File: config.mk
export PLATFORM = sky130hd
export DESIGN_NAME = kts_cell
export DESIGN_NICKNAME = d
export VERILOG_FILES = /design/src/hdl/kts_pkg.sv /design/src/hdl/kts_cell.sv
export SDC_FILE = /design/constraint.sdc
export NUM_CORES = 1
export LEC_CHECK = 0
export ABC_CLOCK_PERIOD_IN_PS = 5930
export BUFFER_PORTS_ARGS = -buffer_cell sky130_fd_sc_hd__buf_2
export CORE_AREA = 3 3 369 371
export CTS_BUF_LIST = sky130_fd_sc_hd__clkbuf_16
export DETAILED_ROUTE_END_ITERATION = 8
export DIE_AREA = 0 0 372 374
export HOLD_SLACK_MARGIN = 0.12
export PLACE_DENSITY = 0.3
export SETUP_SLACK_MARGIN = 0.1
export SLEW_MARGIN = 20
export SYNTH_ARGS = -nofsm -noshare
export SYNTH_HDL_FRONTEND = slang
export SYNTH_SLANG_ARGS = --single-unit
File: constraint.sdc
create_clock -name i_clk -period 5.93 [get_ports i_clk]
set_input_delay 1.186 -clock i_clk [delete_from_list [all_inputs] [get_ports i_clk]]
set_output_delay 1.186 -clock i_clk [all_outputs]
set_load 0.02 [all_outputs]
File: src/hdl/kts_pkg.sv
// Shared types, codes and constants of the keyframe track sampler.
package kts_pkg;

    localparam int MAX_KEYS_DEF = 64;
    localparam int TIME_W       = 32;
    localparam int VAL_W        = 32;
    localparam int SEG_W        = 6;
    localparam int FAC_W        = 18;
    localparam int CFG_IDX_W    = 1;
    localparam int CFG_DATA_W   = 7;

    // factor limits, signed Q2.16
    localparam logic signed [FAC_W-1:0] FAC_MIN = -18'sd65536;
    localparam logic signed [FAC_W-1:0] FAC_MAX = 18'sd131071;

    // item opcodes
    localparam logic OP_WRITE  = 1'b0;
    localparam logic OP_SAMPLE = 1'b1;

    // configuration register indexes
    localparam logic [CFG_IDX_W-1:0] CFG_LOOPING   = 1'b0;
    localparam logic [CFG_IDX_W-1:0] CFG_KEY_COUNT = 1'b1;

    typedef struct packed {
        logic                    opcode;
        logic [SEG_W-1:0]        key_index;
        logic [TIME_W-1:0]       time_value;
        logic signed [VAL_W-1:0] value_x;
        logic signed [VAL_W-1:0] value_y;
        logic signed [VAL_W-1:0] value_z;
    } t_cmd;

    typedef struct packed {
        logic signed [VAL_W-1:0] out_x;
        logic signed [VAL_W-1:0] out_y;
        logic signed [VAL_W-1:0] out_z;
        logic [SEG_W-1:0]        segment;
        logic                    segment_found;
    } t_res;

    // one stored keyframe
    typedef struct packed {
        logic [TIME_W-1:0]       time_value;
        logic signed [VAL_W-1:0] val_x;
        logic signed [VAL_W-1:0] val_y;
        logic signed [VAL_W-1:0] val_z;
    } t_key;

    // key write broadcast to all cells
    typedef struct packed {
        logic             en;
        logic [SEG_W-1:0] idx;
        t_key             key;
    } t_wr;

    // search token handed from cell to cell
    typedef struct packed {
        logic             vld;
        logic             found;
        logic [SEG_W-1:0] seg;
        t_key             lk;
        t_key             rk;
    } t_tok;

    typedef enum logic [2:0] {
        ST_IDLE,
        ST_WALK,
        ST_SETUP,
        ST_DIV,
        ST_MIX
    } t_state;

endpackage

File: src/hdl/kts_cell.sv
// One key cell: stores a keyframe and checks the passing search token.
module kts_cell
    import kts_pkg::*;
#(
    parameter int CELL_IDX = 0,
    parameter int USED_W   = 7
) (
    input  logic              i_clk,
    input  logic              i_rst_n,
    input  t_wr               i_wr,
    input  logic [TIME_W-1:0] i_qtime,
    input  logic [USED_W-1:0] i_used,
    input  t_key              i_prev_key,
    input  t_tok              i_tok,
    output t_key              o_key,
    output t_tok              o_tok
);

    t_key r_key;
    t_tok r_tok;
    t_tok n_tok;
    logic hit;

    // key storage, written by index match
    always_ff @(posedge i_clk) begin
        if (i_wr.en && (32'(i_wr.idx) == 32'(CELL_IDX))) begin
            r_key <= i_wr.key;
        end
    end

    // this cell is the right key of segment CELL_IDX-1
    always_comb begin
        hit = (CELL_IDX >= 1) && (32'(i_used) > 32'(CELL_IDX))
              && (i_qtime <= r_key.time_value);
        n_tok = i_tok;
        if (i_tok.vld && !i_tok.found && hit) begin
            n_tok.found = 1'b1;
            n_tok.seg   = SEG_W'(CELL_IDX - 1);
            n_tok.lk    = i_prev_key;
            n_tok.rk    = r_key;
        end
    end

    // token stage: control is reset, payload is not
    always_ff @(posedge i_clk) begin
        if (!i_rst_n) begin
            r_tok.vld   <= 1'b0;
            r_tok.found <= 1'b0;
        end else begin
            r_tok.vld   <= n_tok.vld;
            r_tok.found <= n_tok.found;
        end
        r_tok.seg <= n_tok.seg;
        r_tok.lk  <= n_tok.lk;
        r_tok.rk  <= n_tok.rk;
    end

    assign o_key = r_key;
    assign o_tok = r_tok;

endmodule

==> results by group <==
Clock network
  • H-tree level count: 2
  • CTS Root Cell: clkbuf_16
  • Num Clock Sinks: 392
  • CTS hold repair buffers: 0
  • Post-CTS Setup Bufs: 0
  • CTS tree: done
  • Post-cts sizing count: 0
  • CTS Buf Count: 54
  • Reg clk slew, reported paths: ~0.060 ns
  • Clock buffer depth: 3

Cells and area
  • Nets@finish: roughly 1800
  • Reg area: 9130 sq um
  • Multi-input logic area: 33.8 sq um
  • Layout cells sized above 1: 0.682
  • Fillers: 15100
  • Synth-to-layout area growth: 88.4%
  • Post-layout util: 0.129

STA
  • PnR worst setup slack: 3.47 ns
  • Setup TNS: 0 ns
  • Fin Hold WS: 0.630 ns
  • Slew Viols, Final: 0
  • Slew margin rel.: 0.670
  • Worst-margin pin slew: 0.495 ns
  • Final hold violation count: 0
  • RSZ-0062 raised after global routing: no
  • Fin crit period: 2.46 ns
  • Fmax: approximately 0.41 GHz
  • # setup viols final: 0
  • Final Cycle Share: 0.414

Floorplanning
  • Full die area: between 100000 and 150000 sq um
  • Starting Density: 0.0687
  • Core Box Area: 133000 sq um
  • Chip width: 372 um
  • Row count: 134
  • Die height: ~370 um
  • Ports: between 900 and 1000

Power and ir drop
  • Power Dens Cells: 380 nW/um^2
  • P_leak: approximately 7.4 nW
  • Worst vdd ir: 0.203 mV

Global routing
  • First-pass GRT wire length: 83.8 mm
  • Largest net degree at the start of global routing: 63
  • Vias in the first global route: 7912
  • Total grt overflow: 0
  • GRT Overall Usage: 0.0938
  • Initial antenna violation count: 148

Placement
  • GPL Wtd Cong: 0.750
  • PortBufs: 792
  • Dpl ws: 2.88 ns
  • Detail Placement HPWL: 59.6 mm

Detailed routing
  • Post-route ant nets: 0
  • Initial DRC Count: 223
  • Vias: 7381
  • Final WL: 68.0 mm
  • Routed len/inst: between 20 and 25 um
  • DRT Pass-1 Iters: 4
  • Vias per inst: 2.38
  • Remaining DRCs: 0

Critical path
  • Critical-path top delay cell: dfxtp_1
  • Required @ worst endpoint: 4.74 ns
  • CP cell instances: buf_2
  • Setup CP Type: register to primary output
  • Worst setup EP type: primary output
  • WP data arrival: 1.27 ns
  • Delay of the slowest cell on the worst path: about 0.33 ns
  • Crit Path Max Fanout: 1
  • Delay-heaviest family, CP: flip-flops
  • Crit start category: register
  • Worst path bufs/invs: 1

Outcome
  • Outcome: completed

Job
  • Max Cap Viol: 0

Synth
  • Synthesized netlist cell count: about 400
  • Yosys warnings: 0
  • Syn_nets: 965
  • Area of the mapped netlist: ~9000 sq um
  • Synthesis-stage register bit count: 392
  • Sequential area share after synthesis: 0.997
  • Unique masters post-synth: 6
  • Avg Cell Area, Syn: around 23 sq um

Worst hold path
  • Hold depth: 1
  • Hold path start: i_tok[27]
  • Hold endpoint: o_tok[27]
  • Hold WC Path Type: input port to register
==> how the worst max path moves through the flow <==
| stage | depth (start not counted) | end | startpoint |
|---|---|---|---|
| finish | 1 | o_tok[262] | o_tok[262] |
| floorplan | 2 | o_key[0] | i_wr[129] |
| CTS | 1 | o_tok[262] | o_tok[262] |
| global route | 1 | o_tok[262] | o_tok[262] |
| global placement | 4 | o_key[111] | i_wr[129] |
| detailed placement | 5 | o_key[19] | i_wr[129] |
==> per-layer routing <==
| metal | routed length, um | share of wire | track usage | vias to the layer above |
|---|---|---|---|---|
| met5 | 809 | 0.012 | 0 | - |
| met4 | 2250 | 0.033 | 0.0315 | 116 |
| met3 | 14500 | 0.21 | 0.0941 | 204 |
| met2 | 29700 | 0.44 | 0.145 | 629 |
| met1 | 20800 | 0.31 | 0.0830 | 3272 |
| li1 | - | - | - | 3160 |
==> flip-flops by register name, indices dropped and copies added, names as in the netlist <==
register	cells
o_tok	264
o_key	128
==> kinds of logic (layout without fill, tap and decap cells) <==
| group | Yosys count | count (layout) | synth area share |
|---|---|---|---|
| flops | 392 | 392 | 0.997 |
| buf+inv | 0 | 897 | 0 |
| other cells | 0 | 45 | 0 |
| simple gates | 5 | 5 | 0.00314 |
==> through the flow <==
step	total power [mW]	instances	area (sq um)
2_1_floorplan	3.09	397	9160
3_3_place_gp	3.41	2959	15400
3_5_place_dp	3.41	2960	15400
4_1_cts	6.75	3062	17100
5_1_grt	6.86	3071	17200
6_report	6.55	3107	17300
==> layout by cell type, fill, tap and decap left out, types with 2 or more instances in the layout <==
cell type,n
clkinvlp_4,5
dfxtp_1,264
clkinv_1,9
and2_1,2
inv_4,3
diode_2,45
buf_2,792
inv_6,2
clkinv_4,2
buf_4,2
bufinv_16,4
clkinv_2,13
inv_1,7
edfxtp_1,128
clkbuf_16,55
==> synth_stat cells <==
| cell type | number | area, sq um |
|---|---|---|
| dfxtp_1 | 264 | 5290 |
| edfxtp_1 | 128 | 3840 |
| and2_1 | 2 | 12.5 |
| and3_1 | 1 | 6.26 |
| nor2_1 | 1 | 3.75 |
| nor4_1 | 1 | 6.26 |
==> final cells by class <==
type | instances | area share
flip-flops and latches | 392 | 0.529
multi-input cells | 5 | 0.00196
clock inverters | 47 | 0.0222
well taps | 1768 | 0.128
clock buffers | 55 | 0.0798
repair buffers | 795 | 0.232
diodes | 45 | 0.00653
==> where the power goes <==
| part | switching, mW | internal (mW) |
|---|---|---|
| logic | 0.273 | 0.158 |
| clock network | 1.35 | 1.87 |
| registers | 0.0279 | 2.87 |
(Power assumes the default switching activity.)
